File: src/design/pml_pkg.sv
`timescale 1ns / 1ps
`default_nettype none

package pml_pkg;

    // number of sample lanes carried by one input word
    localparam int LANES = 4;
    localparam int SAMPLE_W = 16;
    localparam int MASK_W = 4;
    // sum of four int16 samples, and its magnitude
    localparam int SUM_W = 18;
    localparam int MAG_W = 18;

    localparam logic [MAG_W-1:0] PCM_MAX = MAG_W'(32767);
    localparam logic [MAG_W-1:0] PCM_MIN_MAG = MAG_W'(32768);
    localparam logic [SAMPLE_W-1:0] PCM_MAX_CODE = 16'h7FFF;
    localparam logic [SAMPLE_W-1:0] PCM_MIN_CODE = 16'h8000;
    localparam int RECOVER_SHIFT = 5;

    typedef enum logic [2:0] {
        ST_IDLE,
        ST_MUL,
        ST_EVAL,
        ST_DIV,
        ST_RECOVER,
        ST_HOLD
    } state_t;

    typedef struct packed {
        logic load_in;
        logic mul;
        logic eval;
        logic div_step;
        logic recover;
        logic load_out;
    } cmd_t;

    typedef struct packed {
        logic clip_now;
        logic div_done;
        logic out_free;
    } status_t;

endpackage

`default_nettype wire

File: src/design/pml_ctrl.sv
`timescale 1ns / 1ps
`default_nettype none

module pml_ctrl (
    input  wire logic             clk,
    input  wire logic             rst_n,
    input  wire logic             s_axis_tvalid,
    output logic                  s_axis_tready,
    input  wire pml_pkg::status_t status,
    output pml_pkg::cmd_t         cmd
);

    pml_pkg::state_t state_reg;
    pml_pkg::state_t state_next;

    always_ff @(posedge clk or negedge rst_n)
    begin
        if (!rst_n)
        begin
            state_reg <= pml_pkg::ST_IDLE;
        end
        else
        begin
            state_reg <= state_next;
        end
    end

    always_comb
    begin
        state_next = state_reg;
        unique case (state_reg)
            pml_pkg::ST_IDLE:
            begin
                if (s_axis_tvalid)
                begin
                    state_next = pml_pkg::ST_MUL;
                end
            end
            pml_pkg::ST_MUL:
            begin
                state_next = pml_pkg::ST_EVAL;
            end
            pml_pkg::ST_EVAL:
            begin
                state_next = status.clip_now ? pml_pkg::ST_DIV : pml_pkg::ST_RECOVER;
            end
            pml_pkg::ST_DIV:
            begin
                if (status.div_done)
                begin
                    state_next = pml_pkg::ST_RECOVER;
                end
            end
            pml_pkg::ST_RECOVER:
            begin
                state_next = pml_pkg::ST_HOLD;
            end
            pml_pkg::ST_HOLD:
            begin
                if (status.out_free)
                begin
                    state_next = pml_pkg::ST_IDLE;
                end
            end
            default:
            begin
                state_next = pml_pkg::ST_IDLE;
            end
        endcase
    end

    always_comb
    begin
        cmd = '0;
        s_axis_tready = 1'b0;
        unique case (state_reg)
            pml_pkg::ST_IDLE:
            begin
                s_axis_tready = 1'b1;
                cmd.load_in = s_axis_tvalid;
            end
            pml_pkg::ST_MUL:
            begin
                cmd.mul = 1'b1;
            end
            pml_pkg::ST_EVAL:
            begin
                cmd.eval = 1'b1;
            end
            pml_pkg::ST_DIV:
            begin
                cmd.div_step = !status.div_done;
            end
            pml_pkg::ST_RECOVER:
            begin
                cmd.recover = 1'b1;
            end
            pml_pkg::ST_HOLD:
            begin
                cmd.load_out = status.out_free;
            end
            default:
            begin
                cmd = '0;
            end
        endcase
    end

endmodule

`default_nettype wire

File: src/design/pml_datapath.sv
`timescale 1ns / 1ps
`default_nettype none

module pml_datapath #(
    parameter int SOURCES = 4,
    parameter int GAIN_FRAC_BITS = 16
) (
    input  wire logic                                      clk,
    input  wire logic                                      rst_n,
    input  wire pml_pkg::cmd_t                             cmd,
    output pml_pkg::status_t                               status,
    input  wire logic [pml_pkg::LANES*pml_pkg::SAMPLE_W-1:0] in_samples,
    input  wire logic [pml_pkg::MASK_W-1:0]                present_mask,
    input  wire logic                                      buffer_start,
    output logic [pml_pkg::SAMPLE_W-1:0]                   mixed_sample,
    output logic                                           clipped,
    output logic                                           out_valid,
    input  wire logic                                      out_ready
);

    localparam int GAIN_W = GAIN_FRAC_BITS + 1;
    localparam int PROD_W = pml_pkg::MAG_W + GAIN_W;
    localparam int CNT_W = $clog2(GAIN_FRAC_BITS + 1);
    localparam logic [GAIN_W-1:0] GAIN_ONE = GAIN_W'(1) << GAIN_FRAC_BITS;

    logic [GAIN_W-1:0]             gain_reg;
    logic                          neg_reg;
    logic [pml_pkg::MAG_W-1:0]     mag_reg;
    logic [PROD_W-1:0]             prod_reg;
    logic                          clip_reg;
    logic [pml_pkg::SAMPLE_W-1:0]  res_reg;
    logic [pml_pkg::MAG_W-1:0]     rem_reg;
    logic [pml_pkg::MAG_W-1:0]     divisor_reg;
    logic [GAIN_W-1:0]             quot_reg;
    logic [CNT_W-1:0]              cnt_reg;
    logic                          out_valid_reg;
    logic [pml_pkg::SAMPLE_W-1:0]  out_sample_reg;
    logic                          out_clip_reg;

    logic signed [pml_pkg::SUM_W-1:0] sum;
    logic [pml_pkg::MAG_W-1:0]     scaled;
    logic                          clip_hi;
    logic                          clip_lo;
    logic [pml_pkg::SAMPLE_W-1:0]  scaled_code;
    logic [pml_pkg::MAG_W:0]       rem_shift;
    logic                          rem_ge;
    logic [GAIN_W-1:0]             gain_src;
    logic [GAIN_W-1:0]             gain_gap;

    // sum of present lanes, lanes at or beyond SOURCES are ignored
    always_comb
    begin
        sum = '0;
        for (int k = 0; k < pml_pkg::LANES; k++)
        begin
            if (k < SOURCES && present_mask[k])
            begin
                sum = sum + pml_pkg::SUM_W'(
                    $signed(in_samples[k*pml_pkg::SAMPLE_W +: pml_pkg::SAMPLE_W]));
            end
        end
    end

    assign scaled = prod_reg[GAIN_FRAC_BITS +: pml_pkg::MAG_W];
    assign clip_hi = !neg_reg && (scaled > pml_pkg::PCM_MAX);
    assign clip_lo = neg_reg && (scaled > pml_pkg::PCM_MIN_MAG);
    assign scaled_code = neg_reg ? pml_pkg::SAMPLE_W'(-scaled) : scaled[pml_pkg::SAMPLE_W-1:0];

    assign rem_shift = {rem_reg, 1'b0};
    assign rem_ge = rem_shift >= {1'b0, divisor_reg};

    assign gain_src = clip_reg ? quot_reg : gain_reg;
    assign gain_gap = GAIN_ONE - gain_src;

    assign status.clip_now = clip_hi || clip_lo;
    assign status.div_done = (cnt_reg == '0);
    assign status.out_free = !out_valid_reg || out_ready;

    // payload and arithmetic registers
    always_ff @(posedge clk)
    begin
        if (cmd.load_in)
        begin
            neg_reg <= sum[pml_pkg::SUM_W-1];
            mag_reg <= sum[pml_pkg::SUM_W-1] ? pml_pkg::MAG_W'(-sum) : pml_pkg::MAG_W'(sum);
        end
        if (cmd.mul)
        begin
            prod_reg <= PROD_W'(mag_reg) * PROD_W'(gain_reg);
        end
        if (cmd.eval)
        begin
            clip_reg <= clip_hi || clip_lo;
            // quotient has no integer bits, so the remainder starts at the limit
            rem_reg <= clip_lo ? pml_pkg::PCM_MIN_MAG : pml_pkg::PCM_MAX;
            divisor_reg <= scaled;
            quot_reg <= '0;
            priority if (clip_hi)
            begin
                res_reg <= pml_pkg::PCM_MAX_CODE;
            end
            else if (clip_lo)
            begin
                res_reg <= pml_pkg::PCM_MIN_CODE;
            end
            else
            begin
                res_reg <= scaled_code;
            end
        end
        if (cmd.div_step)
        begin
            rem_reg <= rem_ge ? pml_pkg::MAG_W'(rem_shift - {1'b0, divisor_reg})
                              : rem_shift[pml_pkg::MAG_W-1:0];
            quot_reg <= {quot_reg[GAIN_W-2:0], rem_ge};
        end
        if (cmd.load_out)
        begin
            out_sample_reg <= res_reg;
            out_clip_reg <= clip_reg;
        end
    end

    // control state: gain, divide counter and output valid
    always_ff @(posedge clk or negedge rst_n)
    begin
        if (!rst_n)
        begin
            gain_reg <= GAIN_ONE;
            cnt_reg <= '0;
            out_valid_reg <= 1'b0;
        end
        else
        begin
            if (cmd.load_in && buffer_start)
            begin
                gain_reg <= GAIN_ONE;
            end
            else if (cmd.recover)
            begin
                if (gain_src < GAIN_ONE)
                begin
                    gain_reg <= gain_src + (gain_gap >> pml_pkg::RECOVER_SHIFT);
                end
                else
                begin
                    gain_reg <= gain_src;
                end
            end
            if (cmd.eval)
            begin
                cnt_reg <= CNT_W'(GAIN_FRAC_BITS);
            end
            else if (cmd.div_step)
            begin
                cnt_reg <= cnt_reg - CNT_W'(1);
            end
            if (cmd.load_out)
            begin
                out_valid_reg <= 1'b1;
            end
            else if (out_ready)
            begin
                out_valid_reg <= 1'b0;
            end
        end
    end

    assign mixed_sample = out_sample_reg;
    assign clipped = out_clip_reg;
    assign out_valid = out_valid_reg;

endmodule

`default_nettype wire

File: src/design/pcm_mixer_adaptive_limiter.sv
`timescale 1ns / 1ps
`default_nettype none

// channel    dir  handshake                      payload
// s_axis     in   s_axis_tvalid / s_axis_tready  tdata: four samples, tuser: mask, buffer start
// m_axis     out  m_axis_tvalid / m_axis_tready  tdata: mixed sample, tuser: clipped
//
// one word steps through accept, multiply, evaluate, recover and hand over; a clipped word
// also runs the shift-subtract divider for the new gain between evaluate and recover
// asynchronous active-low reset returns the gain to unity and empties the output
// the result sits in an output register, so the next word is accepted while it waits
// a finished word that finds the output register still full waits until it drains

module pcm_mixer_adaptive_limiter #(
    parameter int SOURCES = 4,
    parameter int GAIN_FRAC_BITS = 16
) (
    input  wire logic        clk,
    input  wire logic        rst_n,
    input  wire logic        s_axis_tvalid,
    output logic             s_axis_tready,
    // sample_a [15:0], sample_b [31:16], sample_c [47:32], sample_d [63:48]
    input  wire logic [63:0] s_axis_tdata,
    // present_mask [3:0], buffer_start [4], zero [7:5]
    input  wire logic [7:0]  s_axis_tuser,
    output logic             m_axis_tvalid,
    input  wire logic        m_axis_tready,
    // mixed_sample [15:0]
    output logic [15:0]      m_axis_tdata,
    // clipped [0], zero [7:1]
    output logic [7:0]       m_axis_tuser
);

    pml_pkg::cmd_t    cmd;
    pml_pkg::status_t status;
    logic             clipped;

    // sequencer: accept, multiply, evaluate, divide, recover, hand over
    pml_ctrl u_ctrl (
        .clk           (clk),
        .rst_n         (rst_n),
        .s_axis_tvalid (s_axis_tvalid),
        .s_axis_tready (s_axis_tready),
        .status        (status),
        .cmd           (cmd)
    );

    // sum, gain multiply, clip, gain divide and recovery
    pml_datapath #(
        .SOURCES        (SOURCES),
        .GAIN_FRAC_BITS (GAIN_FRAC_BITS)
    ) u_datapath (
        .clk           (clk),
        .rst_n         (rst_n),
        .cmd           (cmd),
        .status        (status),
        .in_samples    (s_axis_tdata),
        .present_mask  (s_axis_tuser[3:0]),
        .buffer_start  (s_axis_tuser[4]),
        .mixed_sample  (m_axis_tdata),
        .clipped       (clipped),
        .out_valid     (m_axis_tvalid),
        .out_ready     (m_axis_tready)
    );

    assign m_axis_tuser = {7'b0, clipped};

endmodule

`default_nettype wire
File: config.mk
export PLATFORM = sky130hd
export DESIGN_NAME = pcm_mixer_adaptive_limiter
export DESIGN_NICKNAME = d
export VERILOG_FILES = /design/src/design/pml_pkg.sv /design/src/design/pml_ctrl.sv /design/src/design/pml_datapath.sv /design/src/design/pcm_mixer_adaptive_limiter.sv
export SDC_FILE = /design/constraint.sdc
export NUM_CORES = 1
export LEC_CHECK = 0
export ABC_AREA = 0
export BUFFER_PORTS_ARGS = -buffer_cell sky130_fd_sc_hd__clkbuf_2
export CORE_ASPECT_RATIO = 0.9
export CORE_MARGIN = 8
export CORE_UTILIZATION = 25
export DETAILED_ROUTE_END_ITERATION = 12
export SLEW_MARGIN = 30
export SYNTH_ARGS = -nofsm -noshare
export SYNTH_HDL_FRONTEND = slang
export SYNTH_SLANG_ARGS = --single-unit
File: constraint.sdc
create_clock -name clk -period 7.25 [get_ports clk]
set_clock_uncertainty 0.2 [all_clocks]
set_input_delay 1.45 -clock clk [delete_from_list [all_inputs] [get_ports clk]]
set_output_delay 1.45 -clock clk [all_outputs]
set_load 0.01 [all_outputs]
=== After elaboration in Yosys (flattened, before gate mapping) ===
Cells that the tools add are included.

* Register bits after elaboration: 166
* Bits of input ports: 76
* Output and inout port bits: 26
* Word-level logic and storage cells: 84

* $add $sub $neg: 9
* $mul: 1
* Order comparisons: 4
* Equal/unequal tests: 8
* Multiplexer cells: 33
* Reduce and logical (&&, ||, !) cells: 14

{| class="wikitable"
|+ Operators with widths
! kind !! number
|-
| 18-bit 2-to-1 mux || 7
|-
| 17-bit 2-to-1 mux || 7
|-
| 18-bit by 16-bit adder with 18-bit output || 3
|-
| 16-bit 2-to-1 mux || 3
|-
| 18-bit by 17-bit multiplier with 34-bit output || 1
|-
| 19-bit by 18-bit >= comparator with 1-bit output || 1
|-
| 18-bit by 15-bit > comparator with 1-bit output (second input constant) || 1
|-
| 18-bit by 16-bit > comparator with 1-bit output (second input constant) || 1
|-
| 18-bit negation || 1
|-
| 3-bit one-hot mux with 6 select lines || 1
|-
| 18-bit subtractor || 1
|-
| 17-bit by 12-bit adder with 17-bit output || 1
|-
| 17-bit < comparator (second input constant) || 1
|-
| 17-bit subtractor (first input constant) || 1
|-
| 16-bit negation || 1
|-
| 3-bit 2-to-1 mux || 4
|-
| 5-bit 2-to-1 mux || 2
|-
| 1-bit 2-to-1 mux || 9
|-
| 3-bit by 2-bit == test with 1-bit output (second input constant) || 2
|-
| 3-bit == test (second input constant) || 2
|-
| 2-bit nonzero test || 3
|-
| 5-bit zero test || 1
|-
| 5-bit by 1-bit subtractor with 5-bit output (second input constant) || 1
|-
| 2-bit by 1-bit inequality test with 1-bit output (second input constant) || 2
|-
| other kinds (7) || 12
|}

=== Longest topological paths before layout ===
Gate-level depths: netlist of run 1.

* Depth in word-level cells: 9
* Mapped depth: 33
* Mapped depth without buffers: 31

=== Modules after synthesis ===
A second synthesis of run 1 with hierarchy kept.

* Cell total of the unflattened synthesis: 2350
* Area total of the unflattened synthesis: 21127.8 um^2

{| class="wikitable"
|+ By module, submodules not included
! module !! instances !! cells an instance !! area each (um^2) !! seq. area each (um^2)
|-
| pml_datapath || 1 || 2316 || 20823.7 || 4300.4
|-
| pml_ctrl || 1 || 25 || 240.2 || 75.1
|-
| pcm_mixer_adaptive_limiter || 1 || 9 || 63.8 || 0.0
|}

=== Worst setup path after synthesis of run 1 ===
OpenSTA, ideal clock, no wires.

* Kind: input to register
* Start: in s_axis_tuser[0]
* End: reg u_datapath.mag_reg[14] (netlist bit), data pin
* Library setup time: 0.259 ns
* Arrival: 7.061 ns
* Data required time: 6.791 ns
* Slack: -0.270 ns
* Stages: 27
* Path buffers: 2
* Cells stage by stage: buf_6 > buf_8 > and2_4 > ha_1 > ha_1 > a21oi_1 > o32a_2 > o41ai_4 > mux2i_1 > xnor2_1 > ha_1 > o21a_1 > a21boi_0 > o31ai_1 > o21a_1 > ha_1 > a211oi_1 > and2_1 > a221o_1 > o21ai_0 > o31a_1 > o31a_1 > a31oi_1 > nor3b_4 > xnor2_1 > and4_4 > a211o_1

* Cells in the longest elaborated chain, start to end: 9

{| class="wikitable"
|+ RTL lines
! item !! line !! source
|-
| from (decl) || pcm_mixer_adaptive_limiter.sv:25 || <nowiki>input wire logic [7:0] s_axis_tuser,</nowiki>
|-
| 18-bit 2-to-1 mux * || pml_datapath.sv:56 || <nowiki>if (k < SOURCES && present_mask[k])</nowiki>
|-
| 18-bit by 16-bit adder with 18-bit output || pml_datapath.sv:58 || <nowiki>sum = sum + pml_pkg::SUM_W'(</nowiki>
|-
| 18-bit 2-to-1 mux * || pml_datapath.sv:56 ||
|-
| 18-bit by 16-bit adder with 18-bit output || pml_datapath.sv:58 ||
|-
| 18-bit 2-to-1 mux * || pml_datapath.sv:56 ||
|-
| 18-bit by 16-bit adder with 18-bit output || pml_datapath.sv:58 ||
|-
| 18-bit 2-to-1 mux * || pml_datapath.sv:56 ||
|-
| 18-bit negation || pml_datapath.sv:85 || <nowiki>mag_reg <= sum[pml_pkg::SUM_W-1] ? pml_pkg::MAG_W'(-sum) : pml_pkg::MAG_W'(sum);</nowiki>
|-
| 17-bit 2-to-1 mux * || pml_datapath.sv:85 ||
|-
| to (signal assigned) || pml_datapath.sv:85 ||
|-
| to (decl) || pml_datapath.sv:28 || <nowiki>logic [pml_pkg::MAG_W-1:0] mag_reg;</nowiki>
|}

Mark *: on every way between the ends. The rest lies on a longest branch, timed or not.
A chain may end at the register's enable or synchronous reset.

=== Worst setup path in the final report of run 1 ===
* Start: reg u_datapath.mag_reg[7] (netlist bit)
* End: reg u_datapath.prod_reg[33], data pin

* Cells in the longest elaborated chain, start to end: 1

{| class="wikitable"
|+ RTL lines
! item !! line !! source
|-
| 18-bit by 17-bit multiplier with 34-bit output || pml_datapath.sv:89 || <nowiki>prod_reg <= PROD_W'(mag_reg) * PROD_W'(gain_reg);</nowiki>
|-
| to (signal assigned) || pml_datapath.sv:89 ||
|-
| to (decl) || pml_datapath.sv:29 || <nowiki>logic [PROD_W-1:0] prod_reg;</nowiki>
|}

Every way passes these cells.

==> run metrics, run 1 <==
CTS clock-pin slew for the worst setup and hold paths=0.07 ns; grt ovf=0; status=completed; fin crit period=6.96 ns; gr busiest metal=met2; vias in the first global route=16.3k; first-pass iteration count of the detailed router=5; CTS Hold Bufs=0; Initial DRC Count=820; Post-synth EDFFs=124; Worst Tran Pin Value=0.830 ns; Rel. slew slack=0.444; hold path start=u_datapath.res_reg[3]; Setup crit start=u_datapath.mag_reg[7]; Cell Area, Synth=0.0207 sq mm; Syn. warnings=0; CTS sink cnt=150; reg-to-reg critical path startpoint=u_datapath.mag_reg[7]; Post-Syn Instances=2237; CTS tree=done; met3 usage=0.0167; max cap viols=0; antenna-violating nets left=0; startpoint types=register; Area Overhead vs Synth=19.6%; CORE AREA=0.0825 sq mm; Final Max Tran Viols=0; std cell rows=100; Initial Util=0.252; sequential share of the synthesized area=0.211; vias per cell=4.51; share of cells above drive strength 1=0.184; Worst-Skew Late Latency=0.44 ns; flip-flop and latch count after synthesis=150; CP max FO=5; antenna violations before repair=5; Final Setup Violations=0; total number of vias=16.1k; met2 GRT Util=0.175; M1 GR Usage=0.160; Overall Global Routing Usage=0.111; final hold vios=0; total die area=0.0924 sq mm; Placer Congestion=0.871; Setup crit end kind=register; H-Tree Depth=4; Crit Path Category=register to register; count of cell types in the netlist=100; hpwl dp=42400 um; die width=320 um; Post-Route WL=51500 um; largest net degree at the start of global routing=36; nets=2983; WL/cell=14.5 um; CP Data Arrival Time=6.94 ns; Worst Hold Class=register to register; setup TNS=0 ns; CTS Buffer Depth=2; Achievable Freq=144 MHz; Final period util=0.960; Inserted Clock Buffers=17; I/O pin total=102; Die Span Y=289 um; top_reg_cell synth=edfxtp_1; CP required=7.23 ns; IO Port Bufs=91; first-pass GRT wire length=84500 um; Remaining DRCs=0; post-synthesis async set-or-reset flop share=0.173; CTS root buf=clkbuf_16; Post-Syn Area per Cell=9.27 sq um
metrics by stage:
| step | setup slack, ns | area (sq um) | std cells | hold slack (ns) | utilization |
|---|---|---|---|---|---|
| 4_1_cts | 0.0155 | 24600 | 3558 | 0.216 | 0.298 |
| 3_3_place_gp | -0.381 | 23900 | 3526 | 0.203 | 0.290 |
| 6_report | 0.289 | 24800 | 3565 | 0.214 | 0.301 |
| 3_5_place_dp | -0.392 | 23900 | 3526 | 0.205 | 0.290 |
| 5_1_grt | -0.0288 | 24800 | 3564 | 0.226 | 0.301 |
| 2_1_floorplan | -0.0746 | 20900 | 2243 | 0.200 | - |
placed cells by master (no fill, tap or decap), types with 17 or more instances in the layout:
cell,count
mux2i_1,45
xor2_1,40
o21ai_0,61
edfxtp_1,124
mux2_2,17
o21a_1,18
and2_1,129
nand2b_1,17
a21oi_1,84
buf_4,225
ha_1,180
fa_1,240
or3_1,23
dfrtp_1,21
clkbuf_2,90
xnor2_1,71
nand2_1,278
nor3_1,33
clkbuf_16,17
inv_1,332
nor2_1,98
nor2b_1,19
a21o_1,26
final cells by class:
type                            count  area [sq um]
Clock inverter                     14           169
Fill cell                        8577         57700
Timing Repair Buffer              321          2220
Inverter                          335          1260
Clock buffer                       18           429
Antenna cell                        1          2.50
Multi-Input combinational cell   1655         15000
Tap cell                         1071          1340
Sequential cell                   150          4380
repair_timing:
item / 4_1_cts / 5_1_grt
gates resized for setup: 7 / 46
hold endpoints to repair: 0 / 0
endpoints found under the setup margin: 4 / 20
pin swaps: 2 / 31
setup buffers: 0 / 7
gates cloned: 0 / 0
cell usage after synthesis, drive strengths merged, types with 18 or more instances:
master,n,area [sq um]
o21a,18,135
inv,333,1250
buf,24,158
fa,240,4800
xnor2,76,673
a21oi,88,440
o21ai,78,394
ha,187,2340
nor2,98,368
nand2b,18,113
and2,131,822
mux2i,46,460
or3,24,150
nor2b,19,119
nor3,36,190
edfxtp,124,3720
xor2,40,350
a21o,26,195
dfrtp,25,626
clkbuf,79,298
nand2,283,1060
worst max-delay path, cell delays in order (launching register included):
cell and delay [ns]:
edfxtp_1 0.50, buf_4 0.19, nand2_1 0.06, fa_1 0.48
inv_1 0.05, fa_1 0.48, inv_1 0.06, fa_1 0.49
inv_1 0.05, fa_1 0.54, inv_1 0.06, fa_1 0.48
inv_1 0.05, fa_1 0.44, ha_1 0.24, a2111oi_4 0.39
o21ai_2 0.14, a211oi_1 0.18, o21ai_1 0.09, buf_4 0.16
nand4_1 0.19, a311oi_2 0.18, o31ai_2 0.33, a21oi_2 0.12
a21oi_2 0.18, o21bai_1 0.09, xnor2_1 0.12, buf_4 0.14
layer usage:
metal / wire [um] / up-vias
li1: - / 7879
met1: 25800 / 7773
met2: 22500 / 357
met3: 2480 / 70
met4: 775 / 8
met5: 53 / -
path summary, 6_finish.rpt:
kind | slack (ns) | endpoint | cells past startpoint
min in group asynchronous | 0.87 | u_datapath.cnt_reg[2] | 1
hold / removal | 0.21 | u_datapath.mixed_sample[3] | 0
max in group asynchronous | 5.46 | u_datapath.gain_reg[2] | 1
setup reg to reg | 0.29 | u_datapath.prod_reg[33] | 27
setup / recovery | 0.29 | u_datapath.prod_reg[33] | 27
hold reg to reg | 0.21 | u_datapath.mixed_sample[3] | 0
cell families after synthesis:
family,share of synthesized area
AO/OA/AOI/OAI,0.117
other,0.000181
multiplexers,0.0314
buffers and inverters,0.0826
adder cells (fa/ha/maj),0.344
flip-flops,0.211
AND/OR/NAND/NOR,0.164
XOR/XNOR,0.0494
Power of run 1 is not shown: default switching activity piles up to over one toggle a cycle in this logic, so the estimate is an artifact.
==> run 2, diff against run 1 <==
Settings changed: REMOVE_ABC_BUFFERS set to 1.
==> run 2 against run 1 <==
  * Setup slack worse by 0.23 ns
  * Flip-flop and latch count unchanged
  * Final cell count up 0.67%
  * Die area unchanged
  * Via count down 0.27%
  * First-iteration DRC count up 3.7%
  * Clock-buffer cell count down 1
  * Hold slack better by 0.0079 ns
  * Global-route usage up 0.086 points
  * Critical endpoint is now u_datapath.mag_reg[14]
  * Cell area up 0.82%
==> run metrics, run 2 (same netlist as run 1, synthesis figures left out) <==
reg-to-reg slack, setup=0.33 ns; CTS clock-pin slew for the worst setup and hold paths=0.08 ns; antenna-violating nets left=0; Crit-path slowest cell=o41ai_4; Rel. slew slack=0.500; Final Setup Violations=0; IO Port Bufs=91; CP required=7.24 ns; Initial DRC Count=850; Post-DP Area=0.0239 sq mm; WL/cell=14.5 um; CTS sink cnt=150; combined area of the multi-input logic cells=0.0150 sq mm; setup TNS=0 ns; total die area=0.0924 sq mm; Worst Hold Class=register to register; I/O pin total=102; Setup crit end kind=register; antenna violations before repair=7; Final period util=0.992; die width=320 um; H-Tree Depth=4; status=completed; Inserted Clock Buffers=17; Worst Tran Pin Value=0.750 ns; largest net degree at the start of global routing=36; post-layout util=0.303; FF+latch area=0.00438 sq mm; Initial Util=0.252; startpoint types=primary input; Placer Congestion=0.854; Setup crit start=s_axis_tdata[1]; std cell rows=100; grt ovf=0; fillcell total=8580; first-pass GRT wire length=85200 um; Remaining DRCs=0; Die Span Y=289 um; hpwl dp=42700 um; CTS Hold Bufs=0; Post-Route WL=52100 um; slowest stage delay, CP=0.44 ns; final instance area=0.0250 sq mm; most frequent cells in the layout=332 x inv_1, 280 x nand2_1, 242 x buf_4; Hold WS=0.222 ns; hold path start=u_datapath.res_reg[6]; reg-to-reg critical path startpoint=u_datapath.gain_reg[2]; first-pass iteration count of the detailed router=5; CP max FO=4; RR Endpoint=u_datapath.prod_reg[33]; CP endpoint=u_datapath.mag_reg[14]; Final Max Tran Viols=0; share of cells above drive strength 1=0.193; CTS tree=done; unrepaired setup endpoints after global routing=true; Achievable Freq=139 MHz; final hold vios=0; vias in the first global route=16.3k; Area Overhead vs Synth=20.6%; max cap viols=0; Overall Global Routing Usage=0.112; Crit Path Category=primary input to register; FF-to-FF path depth=26; nets=3005; CORE AREA=0.0825 sq mm; Worst-Skew Late Latency=0.45 ns; CTS root buf=clkbuf_16; CTS Buffer Depth=2; total number of vias=16.0k; CP Data Arrival Time=7.19 ns; most common cell after layout, fill and taps aside=inv_1; fin crit period=7.19 ns; vias per cell=4.47
## run 2: area by class of cell
cell class	count	area share
inverter	335	0.0503
sequential	150	0.175
tap	1071	0.0536
multi-input combinational	1655	0.601
clock buffer	17	0.0170
timing repair buffer	343	0.0961
antenna	3	0.000300
clock inverter	15	0.00711
## run 2: worst max-delay path: cells and delay by family
kind                     cells  cell delay (ns)
AO/OA/AOI/OAI               12             2.87
AND/OR/NAND/NOR              9             0.91
adder cells (fa/ha/maj)      3             0.67
buffers and inverters        4             0.53
XOR/XNOR                     3             0.49
multiplexers                 1             0.28
## run 2: how the worst min path moves through the flow
stage                             endpoint  slack, ns  cells after the start
6_report        u_datapath.mixed_sample[6]       0.22                      0
5_1_grt         u_datapath.mixed_sample[8]       0.23                      0
4_1_cts         u_datapath.mixed_sample[6]       0.22                      0
3_5_place_dp   u_datapath.mixed_sample[11]       0.21                      0
3_3_place_gp    u_datapath.mixed_sample[8]       0.20                      0
2_1_floorplan   u_datapath.mixed_sample[0]       0.20                      0
## run 2: what timing repair did
action                                  in CTS  in global routing
pin swaps                                    0                 48
gates resized for setup                      3                 86
endpoints found under the setup margin       3                 23
buffers inserted                             0                 13
## run 2: per-layer routing
layer	part of all wire	vias up	GRT usage
met4	0.011	8	0.0183
li1	-	7928	-
met1	0.48	7681	0.158
met3	0.064	46	0.0255
met2	0.44	381	0.176
met5	0.0011	-	0
## run 2: stage by stage
| step | std cells | setup WS [ns] |
|---|---|---|
| detailed placement | 3541 | -0.490 |
| global placement | 3540 | -0.446 |
| CTS | 3573 | 0.00183 |
| finish | 3589 | 0.0551 |
| global route | 3586 | -0.223 |
| floorplan | 2140 | -0.412 |
Power of run 2 is left out for the same reason.
